File: config.mk
export PLATFORM = sky130hd
export DESIGN_NAME = tagged_cache_directory_lru_core
export DESIGN_NICKNAME = d
export VERILOG_FILES = /design/src/rtl/core/tcd_pkg.sv /design/src/rtl/core/tcd_mem.sv /design/src/rtl/core/tcd_unit.sv /design/src/rtl/core/tagged_cache_directory_lru_core.sv
export SDC_FILE = /design/constraint.sdc
export NUM_CORES = 1
export LEC_CHECK = 0
export BUFFER_PORTS_ARGS = -buffer_cell sky130_fd_sc_hd__buf_4
export CORE_MARGIN = 3
export CORE_UTILIZATION = 62
export DETAILED_ROUTE_END_ITERATION = 6
export PLACE_DENSITY_LB_ADDON = 0.3
export REMOVE_ABC_BUFFERS = 1
export SETUP_SLACK_MARGIN = 0.05
export SYNTH_ARGS = -nofsm -noshare
export SYNTH_HDL_FRONTEND = slang
export SYNTH_SLANG_ARGS = --single-unit
export TNS_END_PERCENT = 10
File: constraint.sdc
create_clock -name i_clk -period 8.6 [get_ports i_clk]
set_clock_uncertainty 0.1 [all_clocks]
set_input_delay 0 -clock i_clk [delete_from_list [all_inputs] [get_ports i_clk]]
set_output_delay 0 -clock i_clk [all_outputs]
set_load 0.01 [all_outputs]
File: src/rtl/core/tcd_pkg.sv
`timescale 1ns / 1ps

package tcd_pkg;

    localparam int ENTRIES   = 16;
    localparam int KEY_BITS  = 64;
    localparam int KEY_W     = 64;
    localparam int AGE_W     = 16;
    localparam int SLOT_W    = 8;
    localparam int IDX_W     = $clog2(ENTRIES);
    localparam int CNT_W     = IDX_W + 1;

    localparam logic [AGE_W-1:0] FRESH_AGE_RESET = AGE_W'(9999);

    localparam logic CMD_LOOKUP = 1'b0;
    localparam logic CMD_INSERT = 1'b1;

    typedef struct packed {
        logic                rd_en;
        logic [IDX_W-1:0]    rd_addr;
        logic                key_we;
        logic [IDX_W-1:0]    key_addr;
        logic [KEY_BITS-1:0] key_data;
        logic                age_we;
        logic [IDX_W-1:0]    age_addr;
        logic [AGE_W-1:0]    age_data;
    } t_mem_req;

    typedef struct packed {
        logic             key_eq;
        logic             age_lt;
        logic             age_nz;
        logic [AGE_W-1:0] age_dec;
    } t_cmp;

endpackage

File: src/rtl/core/tcd_mem.sv
`timescale 1ns / 1ps

module tcd_mem
    import tcd_pkg::*;
(
    input  logic                i_clk,
    input  logic                i_rst_n,
    input  t_mem_req            i_req,
    output logic [KEY_BITS-1:0] o_rd_key,
    output logic [AGE_W-1:0]    o_rd_age,
    output logic [ENTRIES-1:0]  o_valid
);

    logic [KEY_BITS-1:0] r_key_mem [ENTRIES];
    logic [AGE_W-1:0]    r_age_mem [ENTRIES];
    logic [KEY_BITS-1:0] r_rd_key;
    logic [AGE_W-1:0]    r_rd_age;
    logic [ENTRIES-1:0]  r_valid;

    always_ff @(posedge i_clk) begin
        if (i_req.key_we) begin
            r_key_mem[i_req.key_addr] <= i_req.key_data;
        end
        if (i_req.age_we) begin
            r_age_mem[i_req.age_addr] <= i_req.age_data;
        end
        if (i_req.rd_en) begin
            r_rd_key <= r_key_mem[i_req.rd_addr];
            r_rd_age <= r_age_mem[i_req.rd_addr];
        end
    end

    // a slot turns valid only when its key is written
    always_ff @(posedge i_clk) begin
        if (!i_rst_n) begin
            r_valid <= '0;
        end else if (i_req.key_we) begin
            r_valid[i_req.key_addr] <= 1'b1;
        end
    end

    assign o_rd_key = r_rd_key;
    assign o_rd_age = r_rd_age;
    assign o_valid  = r_valid;

endmodule

File: src/rtl/core/tcd_unit.sv
`timescale 1ns / 1ps

module tcd_unit
    import tcd_pkg::*;
(
    input  logic [KEY_BITS-1:0] i_rd_key,
    input  logic [KEY_BITS-1:0] i_key,
    input  logic [AGE_W-1:0]    i_rd_age,
    input  logic [AGE_W-1:0]    i_best_age,
    output t_cmp                o_cmp
);

    always_comb begin
        o_cmp.key_eq  = (i_rd_key == i_key);
        o_cmp.age_lt  = (i_rd_age < i_best_age);
        o_cmp.age_nz  = (i_rd_age != '0);
        o_cmp.age_dec = i_rd_age - AGE_W'(1);
    end

endmodule

File: src/rtl/core/tagged_cache_directory_lru_core.sv
`timescale 1ns / 1ps
// channel  | direction | handshake                 | payload
// ---------+-----------+---------------------------+---------------------------
// in       | in        | i_in_valid / o_in_stall   | i_cmd, i_key
// out      | out       | o_out_valid / i_out_stall | o_hit, o_slot
// cfg      | in        | i_cfg_valid / o_cfg_ready | i_cfg_data (fresh_age)
//
// Lookup: one pass over the slots through the registered key read, ending early on a hit.
// Insert: victim pass plus aging pass over the age memory.
// One word at a time; o_in_stall is high from accept until the result is loaded.
// Reset clears the valid bits, the handshakes and sets fresh_age to 9999.
// A stalled result holds; the next word may be accepted while it waits.

module tagged_cache_directory_lru_core
    import tcd_pkg::*;
(
    input  logic              i_clk,
    input  logic              i_rst_n,
    input  logic              i_in_valid,
    output logic              o_in_stall,
    input  logic              i_cmd,
    input  logic [KEY_W-1:0]  i_key,
    output logic              o_out_valid,
    input  logic              i_out_stall,
    output logic              o_hit,
    output logic [SLOT_W-1:0] o_slot,
    input  logic              i_cfg_valid,
    output logic              o_cfg_ready,
    input  logic [AGE_W-1:0]  i_cfg_data
);

    localparam logic [2:0] S_IDLE = 3'd0;
    localparam logic [2:0] S_LOOK = 3'd1;
    localparam logic [2:0] S_VICT = 3'd2;
    localparam logic [2:0] S_AGE  = 3'd3;
    localparam logic [2:0] S_DONE = 3'd4;

    localparam logic [IDX_W-1:0] LAST_IDX = IDX_W'(ENTRIES - 1);

    logic [2:0]          r_state, n_state;
    logic [CNT_W-1:0]    r_rd_cnt, n_rd_cnt;
    logic                r_cmp_vld, n_cmp_vld;
    logic [IDX_W-1:0]    r_cmp_idx, n_cmp_idx;
    logic [KEY_BITS-1:0] r_key, n_key;
    logic                r_have, n_have;
    logic [IDX_W-1:0]    r_best, n_best;
    logic [AGE_W-1:0]    r_best_age, n_best_age;
    logic                r_res_hit, n_res_hit;
    logic [IDX_W-1:0]    r_res_slot, n_res_slot;
    logic                r_out_valid, n_out_valid;
    logic                r_out_hit, n_out_hit;
    logic [SLOT_W-1:0]   r_out_slot, n_out_slot;
    logic [AGE_W-1:0]    r_fresh;

    t_mem_req            mem_req;
    logic [KEY_BITS-1:0] rd_key;
    logic [AGE_W-1:0]    rd_age;
    logic [ENTRIES-1:0]  valid;
    t_cmp                cmp;

    logic in_acc;
    logic scanning;
    logic pass_end;
    logic last;
    logic cur_valid;
    logic sel_new;

    tcd_mem u_mem (
        .i_clk    (i_clk),
        .i_rst_n  (i_rst_n),
        .i_req    (mem_req),
        .o_rd_key (rd_key),
        .o_rd_age (rd_age),
        .o_valid  (valid)
    );

    tcd_unit u_unit (
        .i_rd_key   (rd_key),
        .i_key      (r_key),
        .i_rd_age   (rd_age),
        .i_best_age (r_best_age),
        .o_cmp      (cmp)
    );

    assign o_in_stall  = (r_state != S_IDLE);
    assign in_acc      = i_in_valid && !o_in_stall;
    assign o_cfg_ready = 1'b1;
    assign last        = (r_cmp_idx == LAST_IDX);
    assign cur_valid   = valid[r_cmp_idx];
    assign sel_new     = !r_have || cmp.age_lt;
    assign scanning    = (r_state == S_LOOK) || (r_state == S_VICT) || (r_state == S_AGE);

    always_comb begin
        n_state     = r_state;
        n_rd_cnt    = r_rd_cnt;
        n_cmp_idx   = r_cmp_idx;
        n_key       = r_key;
        n_have      = r_have;
        n_best      = r_best;
        n_best_age  = r_best_age;
        n_res_hit   = r_res_hit;
        n_res_slot  = r_res_slot;
        n_out_valid = r_out_valid;
        n_out_hit   = r_out_hit;
        n_out_slot  = r_out_slot;
        pass_end    = 1'b0;
        mem_req          = '0;
        mem_req.key_addr = r_best;
        mem_req.key_data = r_key;
        mem_req.age_addr = r_cmp_idx;
        mem_req.age_data = r_fresh;
        mem_req.rd_addr  = r_rd_cnt[IDX_W-1:0];

        if (r_out_valid && !i_out_stall) begin
            n_out_valid = 1'b0;
        end

        unique case (r_state)
            S_IDLE: begin
                if (in_acc) begin
                    n_key    = i_key[KEY_BITS-1:0];
                    n_rd_cnt = '0;
                    n_have   = 1'b0;
                    n_state  = (i_cmd == CMD_INSERT) ? S_VICT : S_LOOK;
                end
            end
            S_LOOK: begin
                if (r_cmp_vld) begin
                    if (cur_valid && cmp.key_eq) begin
                        mem_req.age_we = 1'b1;
                        n_res_hit  = 1'b1;
                        n_res_slot = r_cmp_idx;
                        pass_end   = 1'b1;
                        n_state    = S_DONE;
                    end else if (last) begin
                        n_res_hit  = 1'b0;
                        n_res_slot = '0;
                        pass_end   = 1'b1;
                        n_state    = S_DONE;
                    end
                end
            end
            S_VICT: begin
                if (r_cmp_vld) begin
                    if (!cur_valid) begin
                        n_best   = r_cmp_idx;
                        pass_end = 1'b1;
                    end else begin
                        if (sel_new) begin
                            n_best     = r_cmp_idx;
                            n_best_age = rd_age;
                            n_have     = 1'b1;
                        end
                        pass_end = last;
                    end
                    if (pass_end) begin
                        mem_req.key_we   = 1'b1;
                        mem_req.key_addr = n_best;
                        n_state          = S_AGE;
                    end
                end
            end
            S_AGE: begin
                if (r_cmp_vld) begin
                    if (r_cmp_idx == r_best) begin
                        mem_req.age_we = 1'b1;
                    end else if (cur_valid && cmp.age_nz) begin
                        mem_req.age_we   = 1'b1;
                        mem_req.age_data = cmp.age_dec;
                    end
                    if (last) begin
                        n_res_hit  = 1'b0;
                        n_res_slot = r_best;
                        pass_end   = 1'b1;
                        n_state    = S_DONE;
                    end
                end
            end
            S_DONE: begin
                if (!r_out_valid || !i_out_stall) begin
                    n_out_valid = 1'b1;
                    n_out_hit   = r_res_hit;
                    n_out_slot  = SLOT_W'(r_res_slot);
                    n_state     = S_IDLE;
                end
            end
            default: begin
                n_state = S_IDLE;
            end
        endcase

        mem_req.rd_en = scanning && !pass_end && (r_rd_cnt < CNT_W'(ENTRIES));
        n_cmp_vld     = mem_req.rd_en;
        if (mem_req.rd_en) begin
            n_rd_cnt  = r_rd_cnt + CNT_W'(1);
            n_cmp_idx = r_rd_cnt[IDX_W-1:0];
        end
        if (pass_end) begin
            n_rd_cnt = '0;
        end
    end

    always_ff @(posedge i_clk) begin
        if (!i_rst_n) begin
            r_state     <= S_IDLE;
            r_cmp_vld   <= 1'b0;
            r_out_valid <= 1'b0;
            r_fresh     <= FRESH_AGE_RESET;
        end else begin
            r_state     <= n_state;
            r_cmp_vld   <= n_cmp_vld;
            r_out_valid <= n_out_valid;
            if (i_cfg_valid && o_cfg_ready) begin
                r_fresh <= i_cfg_data;
            end
        end
    end

    always_ff @(posedge i_clk) begin
        r_rd_cnt   <= n_rd_cnt;
        r_cmp_idx  <= n_cmp_idx;
        r_key      <= n_key;
        r_have     <= n_have;
        r_best     <= n_best;
        r_best_age <= n_best_age;
        r_res_hit  <= n_res_hit;
        r_res_slot <= n_res_slot;
        r_out_hit  <= n_out_hit;
        r_out_slot <= n_out_slot;
    end

    assign o_out_valid = r_out_valid;
    assign o_hit       = r_out_hit;
    assign o_slot      = r_out_slot;

endmodule

==> results of run 1 <==
[flip-flops by register name (all words and copies together), names as in the netlist]
register / flops
r_cmp_vld: 1
u_mem.r_age_mem: 256
r_res_hit: 1
r_state: 3
r_best_age: 16
r_fresh: 16
r_res_slot: 4
u_mem.o_rd_age: 16
r_cmp_idx: 4
o_out_valid: 1
o_slot: 4
u_mem.o_valid: 16
u_mem.o_rd_key: 64
r_have: 1
r_key: 64
o_hit: 1
r_best: 4
u_mem.r_key_mem: 1024
r_rd_cnt: 5
[layer usage]
layer  global-route usage (%)  vias to the layer above  share of wire [%]
met4                    10.53                        6                3.4
met3                    5.789                      340                9.2
li1                         -                    11350                  -
met2                    48.52                     1781                 52
met5                        0                        -              0.025
met1                    38.06                    14930                 36
[per-stage QoR]
stage | TNS (ns) | hold slack (ns) | setup WS (ns) | instance area, µm²
3_3_place_gp | 0 | 0.07781 | 3.519 | 59940
2_1_floorplan | -514.41 | -0.03806 | -6.430 | 56980
4_1_cts | 0 | 0.1338 | 3.378 | 66650
3_5_place_dp | 0 | 0.07925 | 3.400 | 59960
6_report | 0 | 0.1646 | 3.257 | 66660
5_1_grt | 0 | 0.1977 | 3.098 | 66660
[cells in the mapped netlist, drive strengths merged, types with 12 or more instances]
library cell	n
nor2	34
dfxtp	42
o21a	12
buf	42
nand2	71
clkbuf	83
nor3	25
nand4	36
edfxtp	1459
xnor2	78
o21ai	33
inv	27
a21oi	22
mux2i	24
ha	18
mux4	400
nor4	13
[where the power goes]
group          switching [W]  leakage, nW  total [W]  internal, W
clock                0.00271         2.29    0.00633      0.00362
combinational        0.00210         5.12    0.00412      0.00202
sequential          0.000710         13.6    0.00964      0.00893
[worst paths after layout]
check	cells past startpoint	slack (ns)	to
worst max-delay path	9	3.26	u_mem.r_key_mem[9][47]
worst min-delay path	3	0.16	o_slot[1]
worst max register to register	9	3.26	u_mem.r_key_mem[9][47]
worst min register to register	0	0.32	o_slot[0]
[worst max-delay path: stages, from the launching register on]
cell and delay [ns]:
sky130_fd_sc_hd__edfxtp_1 0.82, sky130_fd_sc_hd__nand2b_1 0.50, sky130_fd_sc_hd__a2bb2oi_1 0.25, sky130_fd_sc_hd__a21oi_2 0.13, sky130_fd_sc_hd__a21oi_2 0.58, sky130_fd_sc_hd__nand2_4 0.25, sky130_fd_sc_hd__or3_1 0.53, sky130_fd_sc_hd__a21oi_4 0.68
sky130_fd_sc_hd__buf_4 0.52, sky130_fd_sc_hd__buf_4 0.57
[timing repair]
action | 4_1_cts | 5_1_grt
endpoints found under the hold margin | 127 | 0
hold buffers | 197 | 0
setup endpoints to repair | 0 | 0
[logic make-up (layout without fill, tap and decap cells)]
family          after synthesis  after routing  share of synthesized area, %
flops                      1501           1501                         77.67
mux                         434            434                         16.30
simple gates                240            240                         2.178
buf+inv                     152            637                         1.092
compound gates               92             92                         1.097
xor+xnor                     83             83                         1.264
fa+ha+maj                    18             18                        0.3917
other cells                   2              6                       0.01306
[cell type report]
cell class	instances	area, µm²	area share, %
tap	1243	1555	2.333
multi-input combinational	872	12500	18.75
timing repair buffer	344	3110	4.666
antenna	1	2.502	0.003754
sequential	1501	44670	67.01
clock inverter	87	873.3	1.310
clock buffer	179	3850	5.775
inverter	27	103.9	0.1558
==> results by stage, run 1 <==
Outcome:
- The run finished with clean final reports.

Global routing:
- Summed over all layers, the global routing overflow is 0.
- The number of antenna violations at the first check in global routing is 3.
- The global-route wire length before repair is 201900 µm.
- The number of global-route vias before repair was 29.92k.
- The combined global-route utilization of all metal layers is 28.83%.
- Entering global routing, the biggest net connects 138 pins.

Floorplanning:
- The starting density of the core is 62.63%.
- The floorplan step defined a die boundary enclosing 0.09642 mm².
- The row count is 111.
- In this run the count of I/O pins placed on the die edge is 98.
- The die width is 310.5 µm.
- The floorplan step set the die height to 310.5 µm.
- The core box area is 0.09180 mm².

Routing:
- The via density per instance is 6.678.
- After detailed routing, the total wire length is 135200 µm.
- The detail route stage leaves a number of antenna-violating nets equal to 0.
- The total DRC errors in the routed layout is 0.
- After the first detailed-routing iteration, the DRC count stood at 3604.
- After detailed routing, the average wire length per cell comes to 31.78 µm.
- The routed layout has 28.41k vias.
- The length of the first detailed-routing pass in iterations is 6.

Final layout:
- The number of nets in the final layout is 2995.
- The synthesis-to-layout area growth is 15.95%.
- At the end of the flow the core is filled with cells to 72.61%.
- In the layout the commonest cells are sky130_fd_sc_hd__edfxtp_1, sky130_fd_sc_hd__mux4_2, sky130_fd_sc_hd__dlygate4sd3_1.
- The number of standard cells in the layout, taps in and fillers out is 4254.
- Cells with a size suffix above 1 make up 27.11% of the layout.
- The final-layout fill cell count is 4910.
- Leaving out fill and tap cells, the most frequent cell in the layout is sky130_fd_sc_hd__edfxtp_1.

Pwr:
- The static leakage power is 20.97 nW.
- The overall power of the completed layout is 0.02009 W.
- The power density over cell area is 301.3 mW/mm².
- The maximum vdd ir drop is 0.2293 mV.

Worst setup path:
- The worst setup path is of the register to register kind.
- At the worst endpoint, the required time is 8.87 ns.
- The arrival time at the worst endpoint is 5.61 ns.
- The startpoint identified for the worst register-to-register timing path is r_cmp_idx[0].
- The category of the worst setup path launch point is a register.
- The worst setup path is captured at a register.
- The most critical setup path has its startpoint at r_cmp_idx[0].
- The largest fanout on the critical path is 30.

CTS:
- The clock reaches the later pin of the worst-skew pair after 0.75 ns.
- In this run the deepest clock path goes through 3 buffers.
- The number of gates given a new drive strength after cts is 0.
- TritonCTS created 145 clock buffers.
- After clock tree synthesis, the clock-pin slew on the worst setup and hold paths is 0.06 ns.
- The clock tree synthesis step divided the H-tree into 4 levels.
- The sink count of the clock tree is 1501.
- The post-CTS setup buffer count is 0.
- TritonCTS built the clock tree.
- In this run the clock root is driven by a sky130_fd_sc_hd__clkbuf_16.

Place:
- The number of buffers inserted by port buffering is 92.
- After detailed placement, the design holds a cell count of 3789.
- The placer congestion estimate is 0.8452.
- The final HPWL from detailed placement is 64500 µm.

Worst hold path:
- The worst hold path begins at i_out_stall.
- The type of the tightest min-delay check is primary input to register.

Logic synthesis:
- Summed over all instances, the cell type with the most area after synthesis is sky130_fd_sc_hd__edfxtp_1.
- The number of unique standard cell types used by synthesis is 69.
- The post-synthesis async set-or-reset flop share is 0%.
- Ranked by total cell area, the synthesized netlist is headed by sky130_fd_sc_hd__edfxtp_1, sky130_fd_sc_hd__mux4_2, sky130_fd_sc_hd__dfxtp_1.
- The synthesized area is 0.05749 mm².
- The fraction of synthesized cell area taken by the top area cell type is 76.20%.
- Synthesis produced 2522 cells.
- The warning count from the yosys run is 0.
- Dividing the synthesized area by the synthesized cell count gives 22.80 µm².
- The post-synthesis sequential area ratio is 77.67%.
- The synthesized design contains 1501 register bits.
- The most used flip-flop cell after synthesis is sky130_fd_sc_hd__edfxtp_1.
- The synthesized design contains 1459 enable-type register cells.

STA:
- Setup repair after global routing left no endpoint under its margin.
- The clock period could shrink to 5.343 ns.
- Measured against its own limit, the worst slew margin works out to 23.95%.
- The hold violation total from the final report is 0.
- The slew at the pin closest to its max-slew limit is 1.137 ns.
- For this run, the top clock speed supported by timing is 0.1872 GHz.
- The worst path uses 62.13% of the clock period.
- The number of max-slew violations in the final report is 0.
- The final setup violation count is 0.

Job:
- The max-cap check violation count is 0.
(Power assumes the default switching activity.)
==> run 2: changes to the inputs <==
Settings changed: CORE_UTILIZATION 62 to 56.
Clock period 8.6 ns to 4.8 ns, I/O delays scaled along.
==> run 2 against run 1 <==
First-iteration DRC count down 20%. Non-clock buffer count up 36. Sequential share of layout area down 0.79 points. Cell count up 3.5%. Setup slack worse by 3.0 ns. Total power up 80%. Core utilization down 5.8 points. Combinational power up 86%.
==> results by stage, run 2 (synthesized netlist as in run 1, its figures left out) <==
Worst setup path:
- The type of the setup path with the least slack is register to register.
- STA classifies the critical path endpoint as a register.
- The startpoint of the worst register-to-register path is r_cmp_idx[0].
- The beginning of the critical path is r_cmp_idx[0].
- The largest fanout on the critical path is 18 (-40%).
- The required time of the critical path was 5.07 ns (-3.80 ns).
- The arrival time at the worst endpoint is 4.77 ns (-0.84 ns).
- The category of the worst setup path launch point is a register.

Pwr:
- The static leakage power is 21.21 nW (+1.1%).
- The maximum vdd ir drop is 0.5253 mV (+130%).
- The power density over cell area came to 536.1 mW/mm² (+78%).
- The overall power of the completed layout is 0.03616 W (+80%).

STA:
- The worst max-slew margin expressed relative to the limit is 23.97% (about the same).
- The time the worst path needs with I/O delays and setup is 4.495 ns (-0.8481 ns).
- The number of max-slew violations in the final report is 0 (unchanged).
- The slew at the pin closest to its max-slew limit is 1.133 ns (-0.004165 ns).
- The summed negative setup slack over all endpoints is 0 ns (unchanged).
- The maximum operating frequency is 0.2225 GHz (+19%).
- The final setup violation count is 0 (unchanged).
- The share of the clock period used by the worst path is 93.64% (+32 points).
- The hold violation total from the final report is 0 (unchanged).
- Setup repair after global routing could not meet its margin everywhere.

Final layout:
- In the layout the commonest cells are sky130_fd_sc_hd__edfxtp_1, sky130_fd_sc_hd__mux4_2, sky130_fd_sc_hd__dlygate4sd3_1.
- The flip-flop count of the largest register after layout was 1024 (unchanged).
- The register containing the most flip-flops in the final layout is u_mem.r_key_mem.
- The number of nets in the final layout is 3033 (+1.3%).
- From synthesis to final layout, the design area changed by 17.32%.
- The most frequent standard cell in the layout excluding fill and tap cells is sky130_fd_sc_hd__edfxtp_1.
- The fraction of final layout cells with drive strength greater than 1 is 27.72% (+0.61 points).
- In the final layout, the registers with the most flip-flops are u_mem.r_key_mem (1024), u_mem.r_age_mem (256).
- The post-route cell area is 0.06745 mm² (+1.2%).
- The number of antenna repair diodes is 0 (-1).

Place:
- The cell area reported after detailed placement is 0.06065 mm² (+1.2%).
- The final HPWL from detailed placement is 65820 µm (+2.0%).
- The placer congestion estimate is 0.8122 (-3.9%).
- The number of buffers inserted by port buffering is 92 (unchanged).

Global routing:
- The global-route wire length before repair was 190800 µm (-5.5%).
- The number of global-route vias before repair is 29.01k (-3.0%).
- The combined global-route utilization of all metal layers is 24.27% (-4.6 points).
- The pin count of the biggest net entering global routing is 83 (-40%).
- The total overflow reported by the global router came to 0 (unchanged).
- The number of antenna violations at the first check in global routing came to 1 (-2).

Job:
- The max-cap check violation count is 0 (unchanged).

CTS:
- The largest buffer count on any clock path is 3 (unchanged).
- The cell at the root of the clock tree is sky130_fd_sc_hd__clkbuf_16.
- The sink count of the clock tree is 1501 (unchanged).
- The number of levels the H-tree was split into is 4 (unchanged).
- The total CTS buffers is 147 (+1.4%).
- The clock latency of the later-clocked register in the worst-skew pair is 0.76 ns (about the same).
- The post-CTS setup buffer count was 0 (unchanged).
- The clock-pin transition on the worst setup and hold timing paths is 0.06 ns (about the same).
- TritonCTS built the clock tree.

Routing:
- The routed wirelength normalized by instance count is 28.72 µm (-9.6%).
- The length of the first detailed-routing pass in iterations is 5 (-1).
- The total DRC errors in the routed layout is 0 (unchanged).
- The via density per instance is 6.287 (-5.8%).
- The via count came to 27.70k (-2.5%).
- The antenna violation net count after detailed routing is 0 (unchanged).
- The violation count after the first detailed-routing iteration is 2895 (-20%).
- The final routed wirelength across all metal layers is 126500 µm (-6.4%).

Floorplanning:
- The boundary pin count is 98 (unchanged).
- The starting density of the core was 56.91% (-5.7 points).
- The full die area is 0.1065 mm² (+11%).
- The floorplan die height was 326.4 µm (+5.1%).
- The die width is 326.4 µm (+5.1%).
- The row count is 116 (+4.5%).
- The core box area was 0.1010 mm² (+10%).

Worst hold path:
- In this run the worst hold path is classified as primary input to register.
- The launch point of the worst hold path is i_out_stall.

Outcome:
- The run finished with clean final reports.
-- run 2: cell types whose count changed in the layout (fill, tap and decap cells not counted), sizes merged --
cell / change
buf: +36
clkbuf: +7
clkinvlp: -3
clkinv: -1
diode: -1
inv: -1
-- run 2: through the flow --
step                hold WS [ns]  setup slack [ns]  std cells  util [%]
floorplan               -0.03806            -10.23       2400         -
global placement         0.07804            0.5685       3940     60.04
detailed placement       0.07945            0.4361       3940     60.04
CTS                       0.1217            0.4264       4405     66.77
global route              0.1815           0.03943       4405     66.77
finish                    0.1524            0.3053       4405     66.77
-- run 2: what timing repair did --
item                                    CTS  global route
endpoints found under the setup margin    0            16
hold buffers                            197             0
endpoints found under the hold margin   110             0
gates resized for setup                   0             1
-- run 2: final cells by class --
class / instances / area [µm²]
fill: 6234 / 33560
clock buffer: 186 / 3910
clock inverter: 82 / 912.1
sequential: 1501 / 44670
tap: 1357 / 1698
inverter: 27 / 103.9
timing repair buffer: 380 / 3696
multi-input combinational: 872 / 12460
-- run 2: final timing paths --
path | end | slack [ns] | cells after the start
max reg2reg | u_mem.r_age_mem[8][11] | 0.31 | 6
min reg2reg | o_slot[3] | 0.33 | 0
max | u_mem.r_age_mem[8][11] | 0.31 | 6
min | o_slot[2] | 0.15 | 3
-- run 2: metal layers --
layer  vias to the layer above  share of wire [%]  track usage, %
li1                      11450                  -               -
met1                     14760                 39           33.65
met2                      1272                 51           40.54
met3                       218                7.3           4.042
met4                         2                2.4           6.960
met5                         -              0.010               0
-- run 2: critical path, cell delays in order (launching register included) --
cell,delay (ns)
sky130_fd_sc_hd__edfxtp_1,0.85
sky130_fd_sc_hd__nand2b_1,0.36
sky130_fd_sc_hd__o32ai_1,0.26
sky130_fd_sc_hd__nor2_1,0.13
sky130_fd_sc_hd__a21oi_2,0.69
sky130_fd_sc_hd__nand3_1,0.64
sky130_fd_sc_hd__o21ai_1,1.07
-- run 2: report_power, final --
| group | leakage [nW] | switching [W] | internal [W] |
|---|---|---|---|
| clock | 2.33 | 0.00483 | 0.00658 |
| combinational | 5.32 | 0.00391 | 0.00376 |
| sequential | 13.6 | 0.00110 | 0.0160 |
| total | 21.2 | 0.00984 | 0.0263 |
